## config.mk

```make
export PLATFORM = sky130hd
export DESIGN_NAME = utf8_to_codepoint_decoder
export DESIGN_NICKNAME = d
export VERILOG_FILES = /design/src/rtl/udec_pkg.sv /design/src/rtl/utf8_to_codepoint_decoder.sv /design/src/rtl/udec_front.sv /design/src/rtl/udec_queue.sv /design/src/rtl/udec_back.sv
export SDC_FILE = /design/constraint.sdc
export NUM_CORES = 1
export LEC_CHECK = 0
export ABC_AREA = 1
export BUFFER_PORTS_ARGS = -buffer_cell sky130_fd_sc_hd__buf_2
export CELL_PAD_IN_SITES_DETAIL_PLACEMENT = 0
export CELL_PAD_IN_SITES_GLOBAL_PLACEMENT = 2
export CORE_MARGIN = 2
export CORE_UTILIZATION = 30
export CTS_BUF_LIST = sky130_fd_sc_hd__clkbuf_8 sky130_fd_sc_hd__clkbuf_16
export DETAILED_ROUTE_END_ITERATION = 10
export PLACE_DENSITY = 0.68
export SETUP_SLACK_MARGIN = 0.15
export SLEW_MARGIN = 20
export SYNTH_ARGS = -nofsm -noshare
export SYNTH_HDL_FRONTEND = slang
export SYNTH_SLANG_ARGS = --single-unit
```

## constraint.sdc

```tcl
create_clock -name clk -period 7.3 [get_ports clk]
set_input_delay 0.73 -clock clk [delete_from_list [all_inputs] [get_ports clk]]
set_output_delay 0.73 -clock clk [all_outputs]
set_load 0.05 [all_outputs]
```

## src/rtl/udec_pkg.sv

```systemverilog
// Shared types, codes and constants for the UTF-8 decoder.
package udec_pkg;

    localparam int CP_W             = 31;
    localparam int BYTE_W           = 8;
    localparam int LEAD_W           = 7;
    localparam int CONT_W           = 6;
    localparam int REM_W            = 3;
    localparam int QUEUE_DEPTH_DEF  = 4;

    // Result status codes
    localparam logic [1:0] STATUS_OK        = 2'd0;
    localparam logic [1:0] STATUS_BAD_LEAD  = 2'd1;
    localparam logic [1:0] STATUS_TRUNCATED = 2'd2;

    // Byte classes as seen outside a sequence
    localparam logic [1:0] KIND_ASCII = 2'd0;
    localparam logic [1:0] KIND_LEAD  = 2'd1;
    localparam logic [1:0] KIND_BAD   = 2'd2;

    typedef struct packed {
        logic [BYTE_W-1:0] data_byte;
        logic              end_of_text;
    } in_item_t;

    typedef struct packed {
        logic [CP_W-1:0] code_point;
        logic [1:0]      status;
        logic            final_item;
    } out_item_t;

    typedef struct packed {
        logic [1:0]        kind;
        logic [REM_W-1:0]  lead_rem;
        logic [LEAD_W-1:0] lead_bits;
        logic [CONT_W-1:0] cont_bits;
        logic              end_of_text;
    } q_item_t;

endpackage

```

## src/rtl/utf8_to_codepoint_decoder.sv

```systemverilog
// Top level of the UTF-8 to code point decoder (legacy six-byte form).
//
//  channel   | signals                              | payload
//  ----------+--------------------------------------+---------------------------------
//  byte in   | byte_valid, byte_stall, byte_data    | data_byte, end_of_text
//  char out  | char_valid, char_stall, char_data    | code_point, status, final_item
//
// One byte transfer per cycle is sustained while the queue is not full; the back end retires
// one queued byte a cycle while the result register is free or being taken, and its
// shift-and-or update is a single step. A byte is written into the queue at its transfer; once
// it is at the head and the result register is free, any result it closes loads that register.
// Reset (rst_n low) empties the queue, clears the sequence state and drops char_valid.
// A stall on char_stall holds the result register; bytes keep filling the queue until
// it is full, then byte_stall rises.
module utf8_to_codepoint_decoder #(
    parameter int QUEUE_DEPTH = udec_pkg::QUEUE_DEPTH_DEF
) (
    input  logic                clk,
    input  logic                rst_n,
    input  logic                byte_valid,
    output logic                byte_stall,
    input  udec_pkg::in_item_t  byte_data,
    output logic                char_valid,
    input  logic                char_stall,
    output udec_pkg::out_item_t char_data
);

    logic              q_push;
    logic              q_full;
    logic              q_pop;
    logic              head_valid;
    udec_pkg::q_item_t push_entry;
    udec_pkg::q_item_t head_entry;

    // Classify each byte by its top bits: ASCII, lead with its length, or bad lead.
    udec_front u_front (
        .byte_valid (byte_valid),
        .byte_stall (byte_stall),
        .byte_data  (byte_data),
        .q_full     (q_full),
        .q_push     (q_push),
        .q_entry    (push_entry)
    );

    // Decouple input transfers from output stalls.
    udec_queue #(
        .DEPTH (QUEUE_DEPTH)
    ) u_queue (
        .clk        (clk),
        .rst_n      (rst_n),
        .push       (q_push),
        .push_entry (push_entry),
        .full       (q_full),
        .pop        (q_pop),
        .head_valid (head_valid),
        .head_entry (head_entry)
    );

    // Track the open sequence and load the result register; advance only when it is free.
    udec_back u_back (
        .clk        (clk),
        .rst_n      (rst_n),
        .head_valid (head_valid),
        .head_entry (head_entry),
        .pop        (q_pop),
        .char_valid (char_valid),
        .char_stall (char_stall),
        .char_data  (char_data)
    );

endmodule

```

## src/rtl/udec_front.sv

```systemverilog
// Front end: accepts bytes and classifies each one for the back end.
module udec_front (
    input  logic              byte_valid,
    output logic              byte_stall,
    input  udec_pkg::in_item_t byte_data,
    input  logic              q_full,
    output logic              q_push,
    output udec_pkg::q_item_t q_entry
);

    logic [7:0] b;

    assign b          = byte_data.data_byte;
    assign byte_stall = q_full;
    assign q_push     = byte_valid && !q_full;

    always_comb
    begin
        q_entry.cont_bits   = b[udec_pkg::CONT_W-1:0];
        q_entry.end_of_text = byte_data.end_of_text;
        q_entry.lead_bits   = b[udec_pkg::LEAD_W-1:0];
        q_entry.lead_rem    = 3'd0;
        q_entry.kind        = udec_pkg::KIND_BAD;
        case (b) inside
            [8'h00:8'h7F]:
            begin
                q_entry.kind = udec_pkg::KIND_ASCII;
            end
            [8'hC0:8'hDF]:
            begin
                q_entry.kind      = udec_pkg::KIND_LEAD;
                q_entry.lead_rem  = 3'd1;
                q_entry.lead_bits = {2'b00, b[4:0]};
            end
            [8'hE0:8'hEF]:
            begin
                q_entry.kind      = udec_pkg::KIND_LEAD;
                q_entry.lead_rem  = 3'd2;
                q_entry.lead_bits = {3'b000, b[3:0]};
            end
            [8'hF0:8'hF7]:
            begin
                q_entry.kind      = udec_pkg::KIND_LEAD;
                q_entry.lead_rem  = 3'd3;
                q_entry.lead_bits = {4'b0000, b[2:0]};
            end
            [8'hF8:8'hFB]:
            begin
                q_entry.kind      = udec_pkg::KIND_LEAD;
                q_entry.lead_rem  = 3'd4;
                q_entry.lead_bits = {5'b00000, b[1:0]};
            end
            [8'hFC:8'hFD]:
            begin
                q_entry.kind      = udec_pkg::KIND_LEAD;
                q_entry.lead_rem  = 3'd5;
                q_entry.lead_bits = {6'b000000, b[0]};
            end
            default:
            begin
                q_entry.kind = udec_pkg::KIND_BAD;
            end
        endcase
    end

endmodule

```

## src/rtl/udec_queue.sv

```systemverilog
// Short queue of classified bytes between front and back end.
module udec_queue #(
    parameter int DEPTH = udec_pkg::QUEUE_DEPTH_DEF
) (
    input  logic              clk,
    input  logic              rst_n,
    input  logic              push,
    input  udec_pkg::q_item_t push_entry,
    output logic              full,
    input  logic              pop,
    output logic              head_valid,
    output udec_pkg::q_item_t head_entry
);

    localparam int PTR_W = (DEPTH > 1) ? $clog2(DEPTH) : 1;
    localparam int CNT_W = $clog2(DEPTH + 1);

    udec_pkg::q_item_t   slot_reg [DEPTH];
    logic [PTR_W-1:0]    wr_ptr_reg, wr_ptr_next;
    logic [PTR_W-1:0]    rd_ptr_reg, rd_ptr_next;
    logic [CNT_W-1:0]    count_reg,  count_next;
    logic                do_pop;

    assign full       = (count_reg == CNT_W'(DEPTH));
    assign head_valid = (count_reg != '0);
    assign head_entry = slot_reg[rd_ptr_reg];
    assign do_pop     = pop && head_valid;

    always_comb
    begin
        wr_ptr_next = wr_ptr_reg;
        rd_ptr_next = rd_ptr_reg;
        count_next  = count_reg;
        if (push)
        begin
            wr_ptr_next = (wr_ptr_reg == PTR_W'(DEPTH - 1)) ? '0 : wr_ptr_reg + 1'b1;
        end
        if (do_pop)
        begin
            rd_ptr_next = (rd_ptr_reg == PTR_W'(DEPTH - 1)) ? '0 : rd_ptr_reg + 1'b1;
        end
        if (push && !do_pop)
        begin
            count_next = count_reg + 1'b1;
        end
        else if (do_pop && !push)
        begin
            count_next = count_reg - 1'b1;
        end
    end

    always_ff @(posedge clk or negedge rst_n)
    begin
        if (!rst_n)
        begin
            wr_ptr_reg <= '0;
            rd_ptr_reg <= '0;
            count_reg  <= '0;
        end
        else
        begin
            wr_ptr_reg <= wr_ptr_next;
            rd_ptr_reg <= rd_ptr_next;
            count_reg  <= count_next;
        end
    end

    always_ff @(posedge clk)
    begin
        if (push)
        begin
            slot_reg[wr_ptr_reg] <= push_entry;
        end
    end

`ifndef SYNTHESIS
    a_count_bound: assert property (@(posedge clk) disable iff (!rst_n)
        count_reg <= CNT_W'(DEPTH))
        else $error("queue count above depth");

    a_push_grows: assert property (@(posedge clk) disable iff (!rst_n)
        (push && !do_pop) |=> (count_reg == $past(count_reg) + 1'b1))
        else $error("queue count did not advance on push");

    a_ptr_gap: assert property (@(posedge clk) disable iff (!rst_n)
        (count_reg == '0) |-> (wr_ptr_reg == rd_ptr_reg))
        else $error("empty queue with pointers apart");
`endif

endmodule

```

## src/rtl/udec_back.sv

```systemverilog
// Back end: gathers sequence bits and drives the registered result.
module udec_back (
    input  logic               clk,
    input  logic               rst_n,
    input  logic               head_valid,
    input  udec_pkg::q_item_t  head_entry,
    output logic               pop,
    output logic               char_valid,
    input  logic               char_stall,
    output udec_pkg::out_item_t char_data
);

    logic [udec_pkg::REM_W-1:0] rem_reg,  rem_next;
    logic [udec_pkg::CP_W-1:0]  part_reg, part_next;
    logic                       out_valid_reg, out_valid_next;
    udec_pkg::out_item_t        out_reg, out_next;
    logic [udec_pkg::CP_W-1:0]  shifted;
    logic [udec_pkg::REM_W-1:0] rem_dec;
    logic                       emit;

    assign pop        = head_valid && (!out_valid_reg || !char_stall);
    assign char_valid = out_valid_reg;
    assign char_data  = out_reg;
    assign shifted    = {part_reg[udec_pkg::CP_W-udec_pkg::CONT_W-1:0], head_entry.cont_bits};
    assign rem_dec    = rem_reg - 1'b1;

    always_comb
    begin
        rem_next  = rem_reg;
        part_next = part_reg;
        emit      = 1'b0;
        out_next  = out_reg;
        if (pop)
        begin
            if (rem_reg == '0)
            begin
                case (head_entry.kind)
                    udec_pkg::KIND_ASCII:
                    begin
                        emit     = 1'b1;
                        out_next = '{code_point: udec_pkg::CP_W'(head_entry.lead_bits),
                                     status: udec_pkg::STATUS_OK,
                                     final_item: head_entry.end_of_text};
                    end
                    udec_pkg::KIND_LEAD:
                    begin
                        if (head_entry.end_of_text)
                        begin
                            emit     = 1'b1;
                            out_next = '{code_point: '0,
                                         status: udec_pkg::STATUS_TRUNCATED,
                                         final_item: 1'b1};
                        end
                        else
                        begin
                            part_next = udec_pkg::CP_W'(head_entry.lead_bits);
                            rem_next  = head_entry.lead_rem;
                        end
                    end
                    default:
                    begin
                        emit     = 1'b1;
                        out_next = '{code_point: '0,
                                     status: udec_pkg::STATUS_BAD_LEAD,
                                     final_item: head_entry.end_of_text};
                    end
                endcase
            end
            else if (rem_dec == '0)
            begin
                emit      = 1'b1;
                out_next  = '{code_point: shifted,
                              status: udec_pkg::STATUS_OK,
                              final_item: head_entry.end_of_text};
                part_next = '0;
                rem_next  = '0;
            end
            else if (head_entry.end_of_text)
            begin
                emit      = 1'b1;
                out_next  = '{code_point: '0,
                              status: udec_pkg::STATUS_TRUNCATED,
                              final_item: 1'b1};
                part_next = '0;
                rem_next  = '0;
            end
            else
            begin
                part_next = shifted;
                rem_next  = rem_dec;
            end
        end
        // drop the valid once taken unless a fresh result replaces it
        if (emit)
        begin
            out_valid_next = 1'b1;
        end
        else if (out_valid_reg && !char_stall)
        begin
            out_valid_next = 1'b0;
        end
        else
        begin
            out_valid_next = out_valid_reg;
        end
    end

    always_ff @(posedge clk or negedge rst_n)
    begin
        if (!rst_n)
        begin
            rem_reg       <= '0;
            part_reg      <= '0;
            out_valid_reg <= 1'b0;
        end
        else
        begin
            rem_reg       <= rem_next;
            part_reg      <= part_next;
            out_valid_reg <= out_valid_next;
        end
    end

    always_ff @(posedge clk)
    begin
        out_reg <= out_next;
    end

`ifndef SYNTHESIS
    a_idle_clear: assert property (@(posedge clk) disable iff (!rst_n)
        (rem_reg == '0) |-> (part_reg == '0))
        else $error("partial value left over while idle");

    a_trunc_final: assert property (@(posedge clk) disable iff (!rst_n)
        (out_valid_reg && out_reg.status == udec_pkg::STATUS_TRUNCATED)
            |-> (out_reg.final_item && out_reg.code_point == '0))
        else $error("truncation result not closing the string");

    a_rem_bound: assert property (@(posedge clk) disable iff (!rst_n)
        rem_reg <= 3'd5)
        else $error("remaining count above five");
`endif

endmodule

```

==> results of run 1 <==
-- worst max path at each step --
stage                                            from                                to  depth (start not counted)
floorplan            u_queue.count_reg[0]$_DFFE_PN0P_  u_queue.count_reg[1]$_DFFE_PN0P_                          6
global placement    u_queue.rd_ptr_reg[0]$_DFFE_PN0P_    u_back.char_data[19]$_DFFE_PP_                          9
detailed placement  u_queue.rd_ptr_reg[0]$_DFFE_PN0P_    u_back.char_data[24]$_DFFE_PP_                          9
CTS                 u_queue.rd_ptr_reg[0]$_DFFE_PN0P_    u_back.char_data[24]$_DFFE_PP_                          9
global route        u_queue.rd_ptr_reg[0]$_DFFE_PN0P_    u_back.char_data[19]$_DFFE_PP_                          9
finish              u_queue.rd_ptr_reg[0]$_DFFE_PN0P_    u_back.char_data[24]$_DFFE_PP_                          9
-- metal layers --
layer	share of wire, %	vias to the layer above	GRT usage [%]
li1	-	2245	-
met1	48	2153	18.8
met2	47	73	22.5
met3	3.3	14	3.06
met4	1.3	0	4.76
met5	0	-	0
-- kinds of logic after synthesis --
logic type | Yosys count
AND/OR/NAND/NOR | 351
flip-flops | 142
buffers and inverters | 77
AO/OA/AOI/OAI | 69
adder cells (fa/ha/maj) | 10
XOR/XNOR | 2
multiplexers | 1
-- cell usage after synthesis --
cell type	number
buf_6	5
nand2_4	3
o21ai_1	6
inv_4	2
nand3b_1	3
xnor2_1	1
edfxtp_1	106
nand2_2	6
nand2_1	205
clkbuf_1	5
mux2_2	1
xor2_1	1
a21boi_4	1
clkinv_1	1
a21oi_4	1
buf_4	4
a21oi_1	3
nor3_1	2
fa_1	1
o21ai_0	57
inv_2	3
a211oi_1	1
nand3_1	64
dfrtp_1	36
nor2_1	68
inv_1	43
buf_2	14
ha_1	9
-- worst register-to-register path: stages (launching register included) --
cell     delay, ps
dfrtp_1        320
buf_4          380
inv_2          390
nand2_1        180
nand3_1        100
nand2_1        430
nand2_1        130
inv_2          490
nand3_1        190
o21ai_0        120
-- through the flow --
| stage | utilization [%] | cell area [um^2] | hold WS, ps | setup slack [ps] |
|---|---|---|---|---|
| global placement | 32.8 | 6890 | 462 | 4390 |
| detailed placement | 32.8 | 6890 | 466 | 4340 |
| floorplan | - | 6430 | 434 | 4330 |
| global route | 35.7 | 7510 | 495 | 4060 |
| CTS | 35.7 | 7510 | 462 | 4320 |
| finish | 35.7 | 7510 | 430 | 4400 |
-- area by class of cell --
cell class	count	share of cell area, %
clock inverters	15	2.63
repair buffers	54	3.80
flip-flops and latches	142	54.4
well taps	275	4.58
clock buffers	17	5.67
inverters	49	2.52
multi-input cells	433	26.4
-- power by group through the flow --
stage / Combinational (uW) / Clock, uW / Sequential [uW]
after floorplan: 956 / 0 / 1600
after global placement: 1630 / 0 / 1310
after detailed placement: 1640 / 0 / 1320
after CTS: 1640 / 932 / 1300
after global routing: 1800 / 968 / 1330
final: 1600 / 909 / 1300
-- cells in the final DEF (no fill, tap or decap) --
master,instances
inv_4,2
clkinv_1,1
buf_2,48
clkinvlp_4,1
clkinv_4,4
nor3_1,2
nand2_4,3
nor2_1,68
a21oi_4,1
mux2_2,1
a211oi_1,1
ha_1,9
inv_1,45
o21ai_0,57
buf_4,6
bufinv_16,4
inv_6,2
dfrtp_1,36
xor2_1,1
nand2_2,6
o21ai_1,6
inv_2,3
nand3_1,64
nand2_1,205
clkbuf_16,17
edfxtp_1,106
clkinv_2,2
fa_1,1
a21oi_1,3
xnor2_1,1
a21boi_4,1
nand3b_1,3
==> impl_metrics.tcl, run 1 <==
set metrics [dict create \
    status "complete, no violations" \
    synth.cell_area_um2 6430 \
    r2r_setup_slack_ps 4400 \
    cts_tree "built" \
    seq_area_frac_synth_pct 63.5 \
    synth_cell_types 28 \
    antenna_found_initial 0 \
    synth-simple-area-share_pct 22.5 \
    p_sw_uw 1690 \
    fin_nets 720 \
    synth.top_cell.area_share_pct 49.5 \
    min_period_ps 2900 \
    path_clk_slew_ps 60 \
    port_buffers 48 \
    seq_area_um2 4080 \
    rsz0062_at_grt "false" \
    report.final.setup_viol 0 \
    power_leakage_uw 0.00324 \
    cp_data_required_time_ps 7530 \
    syn_avg_cell_area_um2 9.86 \
    max_freq_ghz 0.345 \
    grt-ovfl-total 0 \
    cpMostUsedCell "nand2_1" \
    drtIter0Drc 286 \
    drc 0 \
    hold_class "input pin to async pin" \
    wl_per_cell_um 15.1 \
    fin_cells 985 \
    worst-path-buf-inv 3 \
    postCtsHoldBufs 0 \
    drv_cap 0 \
    power_density_nw_per_um2 507 \
    worst-path-max-fanout 39 \
    synth_fa_ha_area_share_pct 2.06 \
    clockRootBuffer "clkbuf_16" \
    cts_resized 0 \
    yosys.area_share.xor_xnor_pct 0.272 \
    synth_compound_area_share_pct 5.80 \
    fp.dieW_um 150 \
    syn2layout_area_growth_pct 16.8 \
    numCtsBuffers 17 \
    yosysWarnings 0 \
    nFillCells 2159 \
    period_share_pct 39.8 \
    synth_top_area_cell "edfxtp_1" \
    routed_via_density 4.55 \
    synth_top_family_by_area "simple AND/OR/NAND/NOR gates" \
    critPathMaxStageDelay_ps 490 \
    slew_viol_final 0 \
    start_util_pct 30.6 \
    p_total_uw 3810 \
    die_area_um2 22600 \
    vias 4485 \
    grt_usage_pct 14.0 \
    h-tree-depth 4 \
    synthMuxAreaShare_pct 0.175 \
    dp.cells 953 \
    drtAntennaViolNets 0 \
    largest_reg_flops 72 \
    drt_pre_antenna_iters 5 \
    end_kind "flip-flop" \
    synthTopCellsByArea "edfxtp_1 49%, dfrtp_1 14%, nand2_1 12%" \
    n_antenna_cell 0 \
    setup_tns_ps 0 \
    switching_share_pct 44.4 \
    insertion_delay_ps 420 \
    rows 53 \
    worstPathArrival_ps 3140 \
    reg2reg_depth 9 \
    core_area_um2 21000 \
    cts_setup_buffers 0 \
    final_layout_size_suffix_gt1_share_pct 14.2 \
    dp_hpwl_um 9390 \
    totalWireLength_um 14900 \
    worstMarginPinSlew_ps 903 \
    die_y_um 150 \
    worstSetupPathType "flip-flop to flip-flop" \
    syn_inst 652 \
    combPwrFrac_pct 41.9 \
    grt_pass1_vias 4360 \
    worstReg2RegEnd "u_back.char_data[24]$_DFFE_PP_" \
    multi_input_area_um2 1980 \
    internal_power_uw 2120 \
    max_slew_margin_pct 39.8 \
    clock_power_share_pct 23.9 \
    grt_max_degree 43 \
    numClockSinks 142 \
    worstSetupStartpointType "flip-flop" \
    clock_skew_ps 11.5 \
    syn-num-nets 675 \
    cpLargestDelayFamily "buffers and inverters" \
    hold_viol_final 0 \
    grt_first_pass_wirelength_um 23900 \
    cts_buffer_depth 2 \
    cp_slowest_cell "inv_2" \
    ios 49 \
    pwr-share-seq_pct 34.2 \
    crit_chain "buf_4 -> inv_2 -> nand2_1 -> nand3_1 -> nand2_1 -> nand2_1 -> inv_2 -> nand3_1 -> o21ai_0" \
    ys_seq_elements 142 \
    r2r_start "u_queue.rd_ptr_reg[0]$_DFFE_PN0P_" \
    gp_congestion 0.759 \
    ir_drop_v 0.000188 \
]
No activity file was read; power rests on OpenSTA's default activity.
==> run 2: changes to the inputs <==
PLACE_DENSITY = 0.71   (was 0.68)
clock period = 2.5 ns   (was 7.3 ns; I/O delays follow)
==> run 2 against run 1 <==
Utilization up 0.24 points. Final cell count up 1.1%. Worst hold slack got worse by 380 ps. Sequential share of layout area decreased by 0.35 points. Clock power grew to 2.6 times the previous value. Worst setup slack got worse by 4000 ps. Combinational power grew to 3.1 times the previous value. Global-route usage increased by 0.066 points. Clock skew is 2.0 ps higher. Largest power group unchanged.
==> impl_metrics.tcl, run 2 (synthesized netlist as in run 1, its figures left out) <==
set metrics [dict create \
    port_buffers 48 \
    insertion_delay_ps 420 \
    core_area_um2 21000 \
    ios 49 \
    grt_first_pass_wirelength_um 24300 \
    cp_data_required_time_ps 2770 \
    n_antenna_cell 0 \
    die_area_um2 22600 \
    rsz0062_at_grt "false" \
    dp_hpwl_um 9790 \
    end_kind "flip-flop" \
    setup_tns_ps 0 \
    cts_buffer_depth 2 \
    reg2reg_depth 9 \
    report.final.setup_viol 0 \
    clockRootBuffer "clkbuf_16" \
    antenna_found_initial 0 \
    worstSetupStartpointType "flip-flop" \
    hold_class "input pin to flip-flop" \
    h-tree-depth 4 \
    hold_path_end "u_queue.slot_reg[3][0]$_DFFE_PP_" \
    worst-path-max-fanout 19 \
    hp-start "byte_data[0]" \
    period_share_pct 82.9 \
    drv_cap 0 \
    grt_max_degree 42 \
    fin_nets 731 \
    drt_pre_antenna_iters 4 \
    fin_area_um2 7560 \
    power_leakage_uw 0.00327 \
    mostFrequentLayoutCells "204 x nand2_1, 106 x edfxtp_1, 68 x nor2_1" \
    ir_drop_v 0.000519 \
    grt-ovfl-total 0 \
    start_util_pct 30.6 \
    grt_usage_pct 14.1 \
    finalCoreUtilization_pct 36.0 \
    syn2layout_area_growth_pct 17.5 \
    final_common_cell "nand2_1" \
    worstReg2RegEnd "u_back.char_data[13]$_DFFE_PP_" \
    vias 4547 \
    die_y_um 150 \
    power_density_nw_per_um2 1470 \
    max_freq_ghz 0.482 \
    cts_setup_buffers 0 \
    worstSetupPathType "flip-flop to flip-flop" \
    wl_per_cell_um 14.9 \
    hold_viol_final 0 \
    holdPathStages 1 \
    dpl_cell_area_um2 6980 \
    worstMarginPinSlew_ps 877 \
    largest_reg_flops 72 \
    min_period_ps 2070 \
    clock_skew_ps 13.5 \
    drtIter0Drc 204 \
    gp_congestion 0.733 \
    max_slew_margin_pct 41.5 \
    r2r_setup_slack_ps 430 \
    worstPathArrival_ps 2340 \
    drtAntennaViolNets 0 \
    routed_via_density 4.57 \
    path_clk_slew_ps 60 \
    totalWireLength_um 14800 \
    slew_viol_final 0 \
    grt_pass1_vias 4608 \
    status "complete, no violations" \
    drc 0 \
    r2r_start "u_queue.rd_ptr_reg[0]$_DFFE_PN0P_" \
    numCtsBuffers 17 \
    numClockSinks 142 \
    nFillCells 2121 \
    fp.dieW_um 150 \
    final_layout_size_suffix_gt1_share_pct 15.8 \
    rows 53 \
    cts_tree "built" \
]
[run 2: changes by cell type in the layout (fill, tap and decap cells not counted), moves of 2 or more]
| cell | change |
|---|---|
| buf_4 | +9 |
| clkinvlp_4 | +2 |
| clkbuf_8 | +3 |
| bufinv_16 | -3 |
| inv_6 | -2 |
[run 2: metal layers]
layer | track usage (%) | vias up | share of wire (%)
li1 | - | 2265 | -
met1 | 17.2 | 2185 | 46
met2 | 24.1 | 78 | 48
met3 | 3.76 | 19 | 4.3
met4 | 4.81 | 0 | 1.5
met5 | 0 | - | 0
[run 2: worst max path at each step]
stage / cells past startpoint / slack, ps / to / start
final: 9 / 430 / u_back.char_data[13]$_DFFE_PP_ / u_queue.rd_ptr_reg[0]$_DFFE_PN0P_
after detailed placement: 9 / 370 / u_back.char_data[2]$_DFFE_PP_ / u_back.rem_reg[0]$_DFFE_PN0P_
after global routing: 8 / 160 / u_back.part_reg[5]$_DFFE_PN0P_ / u_queue.rd_ptr_reg[0]$_DFFE_PN0P_
after global placement: 8 / 420 / u_back.part_reg[5]$_DFFE_PN0P_ / u_queue.rd_ptr_reg[0]$_DFFE_PN0P_
after floorplan: 7 / 30 / u_queue.count_reg[1]$_DFFE_PN0P_ / u_back.char_valid$_DFFE_PN0P_
after CTS: 8 / 360 / u_back.part_reg[5]$_DFFE_PN0P_ / u_queue.rd_ptr_reg[0]$_DFFE_PN0P_
[run 2: critical path, cell delays in order, from the launching register on]
cell,delay (ps)
dfrtp_1,620
inv_2,180
nand2_1,120
nand3_1,90
nand2_2,150
nand2_4,90
nand2_4,200
buf_4,280
nand3_1,100
o21ai_1,90
[run 2: final cells by class]
class	instances	area, um^2	area share [%]
Clock buffer	20	467	6.17
Clock inverter	12	98.8	1.31
Inverter	49	189	2.50
Multi-Input combinational cell	433	1990	26.4
Timing Repair Buffer	65	383	5.06
Sequential cell	142	4090	54.0
Tap cell	275	344	4.55
[run 2: metrics by stage]
stage	power, uW	cells	hold WS [ps]	setup WS, ps
after floorplan	7490	652	-45.6	26.5
after global placement	8760	963	421	421
after detailed placement	8830	963	431	372
after CTS	11200	996	29.3	363
after global routing	11900	996	31.4	162
final	11100	996	48.4	427
[run 2: repair_timing]
item / 4_1_cts / 5_1_grt
hold endpoints to repair: 36 / 0
hold buffers: 1 / 0
gates resized for setup: 0 / 0
[run 2: report_power, final]
part | leakage [uW] | switching [uW] | internal (uW)
logic | 0.00149 | 3670 | 1250
registers | 0.00149 | 350 | 3440
clock network | 0.000279 | 947 | 1430
total | 0.00327 | 4960 | 6120
